--- config.mk ---
export PLATFORM = sky130hd
export DESIGN_NAME = radix_digit_converter_top
export DESIGN_NICKNAME = d
export VERILOG_FILES = /design/src/design/rdc_pkg.sv /design/src/design/rdc_datapath.sv /design/src/design/rdc_controller.sv /design/src/design/radix_digit_converter_top.sv
export SDC_FILE = /design/constraint.sdc
export NUM_CORES = 1
export LEC_CHECK = 0
export BUFFER_PORTS_ARGS = -buffer_cell sky130_fd_sc_hd__buf_2
export CAP_MARGIN = 0
export CORE_MARGIN = 3
export CORE_UTILIZATION = 55
export DETAILED_ROUTE_END_ITERATION = 8
export PLACE_DENSITY = 0.78
export SYNTH_ARGS = -nofsm -noshare
export SYNTH_HDL_FRONTEND = slang
export SYNTH_SLANG_ARGS = --single-unit
--- constraint.sdc ---
create_clock -name i_clk -period 17.1 [get_ports i_clk]
set_input_delay 2.565 -clock i_clk [delete_from_list [all_inputs] [get_ports i_clk]]
set_output_delay 2.565 -clock i_clk [all_outputs]
set_load 0.1 [all_outputs]
--- src/design/rdc_pkg.sv ---
// ----------------------------------------------------------------------------
// rdc_pkg
// Shared constants, types and the digit-to-character mapping of the radix
// digit converter.
// ----------------------------------------------------------------------------
`default_nettype none

package rdc_pkg;

    localparam int VALUE_WIDTH    = 32;
    localparam int RADIX_WIDTH    = 6;
    localparam int REM_WIDTH      = 6;
    localparam int CHAR_WIDTH     = 7;

    // Quotient bits resolved per clock by the divider.
    localparam int BITS_PER_CYCLE = 8;
    localparam int DIV_CYCLES     = (VALUE_WIDTH + BITS_PER_CYCLE - 1) / BITS_PER_CYCLE;
    localparam int DIV_WIDTH      = DIV_CYCLES * BITS_PER_CYCLE;
    localparam int CYC_WIDTH      = (DIV_CYCLES > 1) ? $clog2(DIV_CYCLES) : 1;

    // Radix two gives the longest run: one digit per value bit.
    localparam int MAX_DIGITS     = VALUE_WIDTH;
    localparam int COUNT_WIDTH    = $clog2(MAX_DIGITS + 1);

    localparam logic [RADIX_WIDTH-1:0] RADIX_MIN      = RADIX_WIDTH'(2);
    localparam logic [RADIX_WIDTH-1:0] RADIX_MAX      = RADIX_WIDTH'(36);
    localparam logic [REM_WIDTH-1:0]   DECIMAL_DIGITS = REM_WIDTH'(10);
    localparam logic [CHAR_WIDTH-1:0]  ASCII_ZERO     = CHAR_WIDTH'(8'h30);
    localparam logic [CHAR_WIDTH-1:0]  ASCII_UPPER_A  = CHAR_WIDTH'(8'h41);
    localparam logic [CHAR_WIDTH-1:0]  ASCII_NINE     = CHAR_WIDTH'(8'h39);
    localparam logic [CHAR_WIDTH-1:0]  ASCII_UPPER_Z  = CHAR_WIDTH'(8'h5A);

    typedef enum logic [1:0] {
        S_IDLE,
        S_DIVIDE,
        S_PUSH,
        S_EMIT
    } t_state;

    // Commands from the controller to the datapath.
    typedef struct packed {
        logic load;
        logic step;
        logic push;
        logic pop;
    } t_cmd;

    // Status from the datapath to the controller.
    typedef struct packed {
        logic quo_zero;
        logic last_digit;
    } t_status;

    // Digits 0-9 map to '0'-'9' and digits 10-35 map to 'A'-'Z'.
    function automatic logic [CHAR_WIDTH-1:0] digit_to_ascii(
        input logic [REM_WIDTH-1:0] digit
    );
        logic [CHAR_WIDTH-1:0] wide;
        wide = CHAR_WIDTH'(digit);
        if (digit < DECIMAL_DIGITS) begin
            return ASCII_ZERO + wide;
        end
        return ASCII_UPPER_A + (wide - CHAR_WIDTH'(DECIMAL_DIGITS));
    endfunction

endpackage

`default_nettype wire

--- src/design/rdc_datapath.sv ---
// ----------------------------------------------------------------------------
// rdc_datapath
// Multi-bit-per-cycle restoring divider, digit stack and output register.
// ----------------------------------------------------------------------------
`default_nettype none

module rdc_datapath (
    input  wire logic                              i_clk,
    input  wire logic                              i_rst_n,
    input  wire rdc_pkg::t_cmd                     i_cmd,
    input  wire logic [rdc_pkg::VALUE_WIDTH-1:0]   i_value,
    input  wire logic [rdc_pkg::RADIX_WIDTH-1:0]   i_radix,
    output rdc_pkg::t_status                       o_status,
    output logic                                   o_strobe,
    output logic [rdc_pkg::CHAR_WIDTH-1:0]         o_digit_char,
    output logic                                   o_last
);

    logic [rdc_pkg::DIV_WIDTH-1:0]   r_quo;
    logic [rdc_pkg::DIV_WIDTH-1:0]   n_quo;
    logic [rdc_pkg::REM_WIDTH-1:0]   r_rem;
    logic [rdc_pkg::REM_WIDTH-1:0]   n_rem;
    logic [rdc_pkg::RADIX_WIDTH-1:0] r_radix;
    logic [rdc_pkg::RADIX_WIDTH-1:0] sat_radix;
    logic [rdc_pkg::REM_WIDTH-1:0]   r_stack [rdc_pkg::MAX_DIGITS];
    logic [rdc_pkg::COUNT_WIDTH-1:0] r_count;
    logic                            r_strobe;
    logic [rdc_pkg::CHAR_WIDTH-1:0]  r_char;
    logic                            r_last;

    // Out-of-range radix values are clamped to the nearest legal base.
    always_comb begin
        if (i_radix < rdc_pkg::RADIX_MIN) begin
            sat_radix = rdc_pkg::RADIX_MIN;
        end else if (i_radix > rdc_pkg::RADIX_MAX) begin
            sat_radix = rdc_pkg::RADIX_MAX;
        end else begin
            sat_radix = i_radix;
        end
    end

    // Resolve BITS_PER_CYCLE quotient bits, most significant first.
    always_comb begin
        logic [rdc_pkg::REM_WIDTH:0] rem_wide;
        n_quo = r_quo;
        n_rem = r_rem;
        for (int i = 0; i < rdc_pkg::BITS_PER_CYCLE; i++) begin
            rem_wide = {n_rem, n_quo[rdc_pkg::DIV_WIDTH-1]};
            n_quo    = {n_quo[rdc_pkg::DIV_WIDTH-2:0], 1'b0};
            if (rem_wide >= {1'b0, r_radix}) begin
                rem_wide = rem_wide - {1'b0, r_radix};
                n_quo[0] = 1'b1;
            end
            n_rem = rem_wide[rdc_pkg::REM_WIDTH-1:0];
        end
    end

    always_ff @(posedge i_clk) begin
        if (i_cmd.load) begin
            r_quo   <= rdc_pkg::DIV_WIDTH'(i_value);
            r_rem   <= '0;
            r_radix <= sat_radix;
        end else if (i_cmd.step) begin
            r_quo <= n_quo;
            r_rem <= n_rem;
        end else if (i_cmd.push) begin
            r_rem <= '0;
        end
    end

    // Digit stack: entry zero always holds the most recent digit, which is
    // the most significant one still to be emitted.
    always_ff @(posedge i_clk) begin
        if (i_cmd.push) begin
            r_stack[0] <= r_rem;
            for (int i = 1; i < rdc_pkg::MAX_DIGITS; i++) begin
                r_stack[i] <= r_stack[i-1];
            end
        end else if (i_cmd.pop) begin
            for (int i = 0; i < rdc_pkg::MAX_DIGITS - 1; i++) begin
                r_stack[i] <= r_stack[i+1];
            end
        end
    end

    always_ff @(posedge i_clk) begin
        if (!i_rst_n) begin
            r_count <= '0;
        end else if (i_cmd.load) begin
            r_count <= '0;
        end else if (i_cmd.push) begin
            r_count <= r_count + rdc_pkg::COUNT_WIDTH'(1);
        end else if (i_cmd.pop) begin
            r_count <= r_count - rdc_pkg::COUNT_WIDTH'(1);
        end
    end

    always_ff @(posedge i_clk) begin
        if (!i_rst_n) begin
            r_strobe <= 1'b0;
        end else begin
            r_strobe <= i_cmd.pop;
        end
    end

    always_ff @(posedge i_clk) begin
        if (i_cmd.pop) begin
            r_char <= rdc_pkg::digit_to_ascii(r_stack[0]);
            r_last <= (r_count == rdc_pkg::COUNT_WIDTH'(1));
        end
    end

    assign o_status.quo_zero   = (r_quo == '0);
    assign o_status.last_digit = (r_count == rdc_pkg::COUNT_WIDTH'(1));
    assign o_strobe            = r_strobe;
    assign o_digit_char        = r_char;
    assign o_last              = r_last;

endmodule

`default_nettype wire

--- src/design/rdc_controller.sv ---
// ----------------------------------------------------------------------------
// rdc_controller
// Sequences the divide, push and emit phases of one conversion.
// ----------------------------------------------------------------------------
`default_nettype none

module rdc_controller (
    input  wire logic              i_clk,
    input  wire logic              i_rst_n,
    input  wire logic              i_start,
    input  wire rdc_pkg::t_status  i_status,
    output rdc_pkg::t_cmd          o_cmd,
    output logic                   o_busy
);

    rdc_pkg::t_state               r_state;
    rdc_pkg::t_state               n_state;
    logic [rdc_pkg::CYC_WIDTH-1:0] r_cycle;
    logic [rdc_pkg::CYC_WIDTH-1:0] n_cycle;
    logic                          div_done;

    assign div_done = (r_cycle == rdc_pkg::CYC_WIDTH'(rdc_pkg::DIV_CYCLES - 1));

    always_comb begin
        n_state = r_state;
        unique case (r_state)
            rdc_pkg::S_IDLE: begin
                if (i_start) begin
                    n_state = rdc_pkg::S_DIVIDE;
                end
            end
            rdc_pkg::S_DIVIDE: begin
                if (div_done) begin
                    n_state = rdc_pkg::S_PUSH;
                end
            end
            rdc_pkg::S_PUSH: begin
                if (i_status.quo_zero) begin
                    n_state = rdc_pkg::S_EMIT;
                end else begin
                    n_state = rdc_pkg::S_DIVIDE;
                end
            end
            rdc_pkg::S_EMIT: begin
                if (i_status.last_digit) begin
                    n_state = rdc_pkg::S_IDLE;
                end
            end
            default: begin
                n_state = rdc_pkg::S_IDLE;
            end
        endcase
    end

    always_comb begin
        o_cmd   = '0;
        n_cycle = '0;
        unique case (r_state)
            rdc_pkg::S_IDLE: begin
                o_cmd.load = i_start;
            end
            rdc_pkg::S_DIVIDE: begin
                o_cmd.step = 1'b1;
                n_cycle    = r_cycle + rdc_pkg::CYC_WIDTH'(1);
            end
            rdc_pkg::S_PUSH: begin
                o_cmd.push = 1'b1;
            end
            rdc_pkg::S_EMIT: begin
                o_cmd.pop = 1'b1;
            end
            default: begin
                o_cmd = '0;
            end
        endcase
    end

    always_ff @(posedge i_clk) begin
        if (!i_rst_n) begin
            r_state <= rdc_pkg::S_IDLE;
            r_cycle <= '0;
        end else begin
            r_state <= n_state;
            r_cycle <= n_cycle;
        end
    end

    assign o_busy = (r_state != rdc_pkg::S_IDLE);

endmodule

`default_nettype wire

--- src/design/radix_digit_converter_top.sv ---
// ----------------------------------------------------------------------------
// radix_digit_converter_top
// Writes an unsigned value as ASCII digits in a radix from 2 to 36.
// ----------------------------------------------------------------------------
// A word is accepted when start is high while busy is low. The value is
// divided by the radix once per digit, and the digits are then sent out most
// significant first, one per cycle on o_strobe, with o_last marking the final
// (least significant) digit. The receiver cannot stall the output, so each
// digit must be taken in the cycle in which o_strobe is high. Each division
// resolves eight quotient bits per clock, and each digit is then pushed onto
// the digit stack; the divider is the unit that sets the rate. Busy falls in
// the same cycle in which the last digit is shown, so the next word may be
// accepted then. A zero value yields the single character '0', leading zeros
// are never produced, and radix values below two or above thirty-six are
// treated as two and thirty-six.
// ----------------------------------------------------------------------------
`default_nettype none

module radix_digit_converter_top (
    input  wire logic                              i_clk,
    input  wire logic                              i_rst_n,
    input  wire logic                              start,
    input  wire logic [rdc_pkg::VALUE_WIDTH-1:0]   i_value,
    input  wire logic [rdc_pkg::RADIX_WIDTH-1:0]   i_radix,
    output logic                                   busy,
    output logic                                   o_strobe,
    output logic [rdc_pkg::CHAR_WIDTH-1:0]         o_digit_char,
    output logic                                   o_last
);

    // Command and status bundles between the sequencer and the datapath.
    rdc_pkg::t_cmd    cmd;
    rdc_pkg::t_status status;

    // The controller walks idle, divide, push and emit phases.
    rdc_controller u_ctrl (
        .i_clk    (i_clk),
        .i_rst_n  (i_rst_n),
        .i_start  (start),
        .i_status (status),
        .o_cmd    (cmd),
        .o_busy   (busy)
    );

    // The datapath holds the divider, the digit stack and the output word.
    rdc_datapath u_dp (
        .i_clk        (i_clk),
        .i_rst_n      (i_rst_n),
        .i_cmd        (cmd),
        .i_value      (i_value),
        .i_radix      (i_radix),
        .o_status     (status),
        .o_strobe     (o_strobe),
        .o_digit_char (o_digit_char),
        .o_last       (o_last)
    );

endmodule

`default_nettype wire

# ---- Word-level counts from Yosys, hierarchy flattened
# Memories as Yosys holds them, arrays and structs flattened.
# Cells that the tools add are included.
dict set report totals {
  regBits 63
  elab_cells 158
  ramBits 192
  out_inout_bits 10
  mem_count 1
}
# name words word_bits rd rd_clocked_by_memory_dff wr line_no
set memory_table {}
lappend memory_table {u_dp.r_stack 32 6 32 0 32 rdc_datapath.sv:25} ;# logic [rdc_pkg::REM_WIDTH-1:0] r_stack [rdc_pkg::MAX_DIGITS];
dict set report op_classes {
  n_reduce_logical 10
  bitwise_logic 32
  order_cmp 11
  eq_ne 8
  mux 72
  add_sub_neg 14
}
# cell n
set ops {}
lappend ops {{6-bit two-way mux} 44}
lappend ops {{32-bit two-way mux} 2}
lappend ops {{7-bit by 6-bit greater-or-equal comparator with 1-bit output} 8}
lappend ops {{6-bit subtractor} 8}
lappend ops {{32-bit logical NOT} 1}
lappend ops {{1-bit bitwise OR} 31}
lappend ops {{1-bit two-way mux} 19}
lappend ops {{7-bit two-way mux} 2}
lappend ops {{2-bit two-way mux} 4}
lappend ops {{2-bit one-hot mux with 4 select lines} 1}
lappend ops {{2-bit nonzero test} 4}
lappend ops {{6-bit by 6-bit adder with 7-bit output (first input constant)} 1}
lappend ops {{7-bit adder (first input constant)} 1}
lappend ops {{6-bit by 4-bit subtractor with 7-bit output (second input constant)} 1}
lappend ops {{6-bit by 1-bit adder with 6-bit output (second input constant)} 1}
lappend ops {{2-bit == test (second input constant)} 3}
lappend ops {{6-bit by 1-bit == test with 1-bit output (second input constant)} 1}
lappend ops {{6-bit greater-than comparator (second input constant)} 1}
lappend ops {{6-bit by 2-bit less-than comparator with 1-bit output (second input constant)} 1}
lappend ops {{6-bit by 4-bit less-than comparator with 1-bit output (second input constant)} 1}
lappend ops {{6-bit by 1-bit subtractor with 6-bit output (second input constant)} 1}
lappend ops {{2-bit != test (second input constant)} 2}
lappend ops {{2-bit OR reduction} 2}
lappend ops {{3-bit AND reduction} 1}
lappend ops {{other kinds (6)} 6}

# ---- Depth between registers and ports, before layout
dict set report depth {
  ltp_word 18
  ltp_mapped 82
  mapped_depth_nobuf 79
}

# ---- Modules after synthesis
# A second synthesis with hierarchy kept.
dict set report unflattened {
  hier_cells 969
  area_unflattened_um2 13470.4
}
# module n_inst area_per_inst_um2 seq_area_each_um2 cells_each
set modules_own_cells {}
lappend modules_own_cells {rdc_datapath 1 13255.2 7407.1 946}
lappend modules_own_cells {rdc_controller 1 215.2 80.1 23}

# ---- Worst setup path after synthesis
# No wires, ideal clock.
dict set report synth_path {
  path_type {register to register}
  start {register u_dp.r_radix[1] (netlist bit)}
  end {register u_dp.r_quo[0] (netlist bit) (data pin)}
  arrival_ns 15.518
  slack_ns 1.322
  period_less_slack_ns 15.778
  stages_incl_launch_ff 80
  setup_ns 0.260
  required_time_ns 16.840
  cell_sequence {edfxtp_1 > inv_1 > ha_1 > nand3b_1 > nand2_2 > o21ai_1 > nand2_1 > mux2_2 > ha_1 > or2_1 > a21oi_1 > o21ai_0 > a31oi_1 > and2_4 > buf_6 > mux2_2 > ha_1 > o21a_1 > (+44 left out) > a21o_1 > a21o_1 > a31o_2 > a21oi_1 > o221ai_2 > nor2_2 > mux2_2 > inv_1 > ha_1 > nor2b_1 > o21ai_0 > nand2b_1 > a21o_1 > a21o_1 > a211o_1 > a21o_1 > buf_6 > mux2_2}
}
dict set report synth_via {
  elab_chain_cells 18
  elab_cells_between_ends 25
}
# item line_no
set synth_rtl {}
lappend synth_rtl {{from (decl)} rdc_datapath.sv:23} ;# logic [rdc_pkg::RADIX_WIDTH-1:0] r_radix;
lappend synth_rtl {{from (signal assigned)} rdc_datapath.sv:62} ;# r_radix <= sat_radix;
lappend synth_rtl {{6-bit subtractor / 7-bit by 6-bit greater-or-equal comparator with 1-bit output (equally long branches)} {rdc_datapath.sv:51, rdc_datapath.sv:50}}
lappend synth_rtl {{6-bit two-way mux} rdc_datapath.sv:50} ;# if (rem_wide >= {1'b0, r_radix}) begin
lappend synth_rtl {{6-bit subtractor / 7-bit by 6-bit greater-or-equal comparator with 1-bit output (equally long branches)} {rdc_datapath.sv:51, rdc_datapath.sv:50}}
lappend synth_rtl {{6-bit two-way mux} rdc_datapath.sv:50}
lappend synth_rtl {{6-bit subtractor / 7-bit by 6-bit greater-or-equal comparator with 1-bit output (equally long branches)} {rdc_datapath.sv:51, rdc_datapath.sv:50}}
lappend synth_rtl {{6-bit two-way mux} rdc_datapath.sv:50}
lappend synth_rtl {{6-bit subtractor / 7-bit by 6-bit greater-or-equal comparator with 1-bit output (equally long branches)} {rdc_datapath.sv:51, rdc_datapath.sv:50}}
lappend synth_rtl {{6-bit two-way mux} rdc_datapath.sv:50}
lappend synth_rtl {{(+2 left out)} n/a}
lappend synth_rtl {{7-bit by 6-bit greater-or-equal comparator with 1-bit output / 6-bit subtractor (equally long branches)} {rdc_datapath.sv:50, rdc_datapath.sv:51}}
lappend synth_rtl {{6-bit two-way mux} rdc_datapath.sv:50}
lappend synth_rtl {{6-bit subtractor / 7-bit by 6-bit greater-or-equal comparator with 1-bit output (equally long branches)} {rdc_datapath.sv:51, rdc_datapath.sv:50}}
lappend synth_rtl {{6-bit two-way mux} rdc_datapath.sv:50}
lappend synth_rtl {{7-bit by 6-bit greater-or-equal comparator with 1-bit output *} rdc_datapath.sv:50}
lappend synth_rtl {{1-bit two-way mux *} rdc_datapath.sv:50}
lappend synth_rtl {{32-bit two-way mux *} rdc_datapath.sv:63} ;# end else if (i_cmd.step) begin
lappend synth_rtl {{32-bit two-way mux *} rdc_datapath.sv:59} ;# if (i_cmd.load) begin
lappend synth_rtl {{to (signal assigned)} rdc_datapath.sv:60} ;# r_quo <= rdc_pkg::DIV_WIDTH'(i_value);
lappend synth_rtl {{to (signal assigned)} rdc_datapath.sv:64} ;# r_quo <= n_quo;
lappend synth_rtl {{to (decl)} rdc_datapath.sv:19} ;# logic [rdc_pkg::DIV_WIDTH-1:0] r_quo;
# Mark *: on every way between the ends. The rest lies on a longest branch, timed or not. The select of a mux whose other input is x is not followed.
# A chain may end at the register's enable or synchronous reset.

# ---- Worst setup path in the final report
dict set report layout_path {
  start {register u_dp.r_quo[31] (netlist bit)}
  end {register u_dp.r_quo[0] (netlist bit) (data pin)}
}
dict set report layout_via {
  elab_chain_cells 18
  elab_cells_between_ends 25
}
# item line_no
set layout_rtl {}
lappend layout_rtl {{6-bit subtractor / 7-bit by 6-bit greater-or-equal comparator with 1-bit output (equally long branches)} {rdc_datapath.sv:51, rdc_datapath.sv:50}}
lappend layout_rtl {{6-bit two-way mux *} rdc_datapath.sv:50}
lappend layout_rtl {{6-bit subtractor / 7-bit by 6-bit greater-or-equal comparator with 1-bit output (equally long branches)} {rdc_datapath.sv:51, rdc_datapath.sv:50}}
lappend layout_rtl {{6-bit two-way mux *} rdc_datapath.sv:50}
lappend layout_rtl {{6-bit subtractor / 7-bit by 6-bit greater-or-equal comparator with 1-bit output (equally long branches)} {rdc_datapath.sv:51, rdc_datapath.sv:50}}
lappend layout_rtl {{6-bit two-way mux *} rdc_datapath.sv:50}
lappend layout_rtl {{6-bit subtractor / 7-bit by 6-bit greater-or-equal comparator with 1-bit output (equally long branches)} {rdc_datapath.sv:51, rdc_datapath.sv:50}}
lappend layout_rtl {{6-bit two-way mux *} rdc_datapath.sv:50}
lappend layout_rtl {{(+2 left out)} n/a}
lappend layout_rtl {{6-bit subtractor / 7-bit by 6-bit greater-or-equal comparator with 1-bit output (equally long branches)} {rdc_datapath.sv:51, rdc_datapath.sv:50}}
lappend layout_rtl {{6-bit two-way mux *} rdc_datapath.sv:50}
lappend layout_rtl {{7-bit by 6-bit greater-or-equal comparator with 1-bit output / 6-bit subtractor (equally long branches)} {rdc_datapath.sv:50, rdc_datapath.sv:51}}
lappend layout_rtl {{6-bit two-way mux *} rdc_datapath.sv:50}
lappend layout_rtl {{7-bit by 6-bit greater-or-equal comparator with 1-bit output *} rdc_datapath.sv:50}
lappend layout_rtl {{1-bit two-way mux *} rdc_datapath.sv:50}
lappend layout_rtl {{32-bit two-way mux *} rdc_datapath.sv:63}
lappend layout_rtl {{32-bit two-way mux *} rdc_datapath.sv:59}
# Marks and branches as above.

==> flow_summary.toml <==
[synth]
synth_area_leader_cell = "edfxtp_1"
synth_edf_count = 238
synthTopCellsByCount = "edfxtp_1 (238), mux2_2 (221), ha_1 (60)"
synth-main-ff-cell = "edfxtp_1"
ys_async_sr_fraction = 0
synth_most_common_cell = "edfxtp_1"
synth_cell_type_count = 76
synth.area.top_cells = "edfxtp_1 (52%), mux2_2 (18%), ha_1 (5.5%)"
yosys_warnings = 0
ys_seq_elements = 255
synth_nets = 1102
netlist_instances = 993
syn-cell-area_sq_um = 13600
syn_area_per_cell_sq_um = 13.7
yosysSeqAreaShare = 0.549
synth_top_area_share = 0.524

[timing]
max_freq_ghz = 0.0629
period_share = 0.930
fin_crit_ns = 15.91
whs_ns = 0.431
setup_viol = 0
slew_headroom = 0.243
tightestPinTransition_ns = 1.14
fin_worst_skew_ns = 0.0144
slew_violations = 0
hold_viol = 0

[global_routing]
antenna_found_initial = 2
grt_pass1_wl_microns = 41600
grt_max_degree = 98
globalRoute.totalOverflow = 0
track_usage = 0.191
grt_pass1_vias = 8237

[worst_setup_path]
rrSetupSlack_ns = 1.19
required_ns = 17.38
r2r_cells = 76
reg2reg_to = "u_dp.r_quo[0]"
crit_type = "register to register"
slowest_delay_ns = 0.46
cp_max_fo = 11
cp-start-kind = "register"
reg2reg_from = "u_dp.r_quo[31]"
crit_path_frequent_cell = "ha_1"
cpMaxStageDelayCell = "edfxtp_1"
end_kind = "register"
cp_data_arrival_time_ns = 16.19

[placement]
place.gp.congestion = 0.993
dp.final_hpwl_microns = 17400
dp_cells = 1345
portBuffers = 50

[worst_hold_path]
holdPathStages = 1
hold_class = "register to register"
hold_end = "u_ctrl.r_cycle[0]"
hold_start = "u_ctrl.r_cycle[0]"

[floorplan]
coreArea_sq_um = 23900
die_x_microns = 163
num_io_pins = 51
fp.dieArea_sq_um = 26700
row_count = 56
start_util = 0.571
die_y_microns = 163

[route]
via_per_inst = 5.85
post_drt_wl_per_cell_microns = 18.1
wirelength_microns = 25400
final_antenna_net_count = 0
drt_first_pass_iters = 5
num_vias = 8180
drt-initial-drc-count = 662
route.detailed.drc = 0

[finish]
area_growth_pct = 11.5
multiInputGateArea_sq_um = 5920
final_net_count = 1168
seq_area_sq_um = 7490
layout.cells.non_filler = 1399
drive_above_1_share = 0.348
nFillCells = 1756

[clock_tree]
clkLatencyLatePin_ns = 0.53
cts_sinks = 255
cts-root-buf = "clkbuf_16"
numCtsBuffers = 27
cts_buffer_depth = 3
cts_tree = "done"
cts-htree-levels = 1
clkTransAtPathRegs_ns = 0.07

[job]
drv_cap = 0

[run_status]
status = "finished, final reports clean"
[worst max-delay path by stage]
stage / slack, ns / cells past startpoint / start / to
after floorplan: 1.32 / 79 / u_dp.r_radix[1] / u_dp.r_quo[0]
after global placement: 0.78 / 76 / u_dp.r_rem[1] / u_dp.r_quo[0]
after detailed placement: 0.13 / 76 / u_dp.r_rem[1] / u_dp.r_quo[0]
after CTS: 0.09 / 76 / u_dp.r_rem[1] / u_dp.r_quo[0]
after global routing: -0.07 / 75 / u_dp.r_radix[4] / u_dp.r_quo[0]
final: 1.19 / 76 / u_dp.r_quo[31] / u_dp.r_quo[0]
[metal layers]
metal,GRT usage,up-vias,part of all wire
met5,0,-,0.00035
li1,-,3929,-
met3,0.0383,59,0.056
met4,0.0496,2,0.028
met2,0.305,205,0.45
met1,0.271,3985,0.46
[cells by family after synthesis]
logic type / Yosys count / share of synthesized area
AOI/OAI and AO/OA: 144 / 0.0716
xor gates and xnor gates: 32 / 0.0206
adders and majority gates: 69 / 0.0675
buffers and inverters: 84 / 0.0254
DFF: 255 / 0.549
muxes: 239 / 0.196
and+or+nand+nor: 170 / 0.0695
[metrics by stage]
step / setup TNS (ns) / instance area [sq um] / worst slack [ns] / utilization
2_1_floorplan: 0 / 13600 / 1.32 / -
3_3_place_gp: 0 / 14300 / 0.780 / 0.598
3_5_place_dp: 0 / 14300 / 0.131 / 0.598
4_1_cts: 0 / 15100 / 0.0874 / 0.631
5_1_grt: -0.0842 / 15200 / -0.0746 / 0.636
6_report: 0 / 15200 / 1.19 / 0.636
[state kept, by name (all words and copies together) (netlist names)]
signal and cells:
u_dp.r_rem 6, u_dp.r_count 6, u_dp.o_digit_char 7, u_dp.r_stack 192
u_dp.r_radix 6, u_dp.o_last 1, u_dp.r_quo 32, u_ctrl.r_state 2
u_dp.o_strobe 1, u_ctrl.r_cycle 2
[timing repair]
| item | CTS | global route |
|---|---|---|
| gates resized for setup | 0 | 25 |
| setup buffers | 0 | 4 |
| hold buffers | 0 | 0 |
| setup endpoints to repair | 0 | 7 |
[critical path, delay by kind of cell, from the launching register on]
| kind | cells | cell delay (ns) |
|---|---|---|
| AO/OA/AOI/OAI | 37 | 7.55 |
| XOR/XNOR | 1 | 0.11 |
| adder cells (fa/ha/maj) | 9 | 2.48 |
| buffers and inverters | 7 | 0.62 |
| flip-flops | 1 | 0.46 |
| multiplexers | 5 | 1.81 |
| AND/OR/NAND/NOR | 17 | 2.62 |
[placed cells by master (no fill, tap or decap), types with 14 or more instances in the layout]
cell type,instances
o21ai_0,32
xnor2_1,25
mux2_2,221
ha_1,57
a21oi_1,24
dfxtp_1,16
inv_1,50
buf_4,19
nor2_1,33
edfxtp_1,238
nand2_1,36
clkbuf_16,27
a21o_1,14
mux2i_1,16
buf_2,50
[cell type report]
type,count,share of cell area
diodes,1,0.000165
repair buffers,69,0.0258
multi-input cells,654,0.389
inverters,52,0.0128
clock inverters,18,0.00733
well taps,319,0.0263
clock buffers,31,0.0454
flip-flops and latches,255,0.493
Power is not shown: default switching activity piles up to over one toggle a cycle in this logic, so the estimate is an artifact.
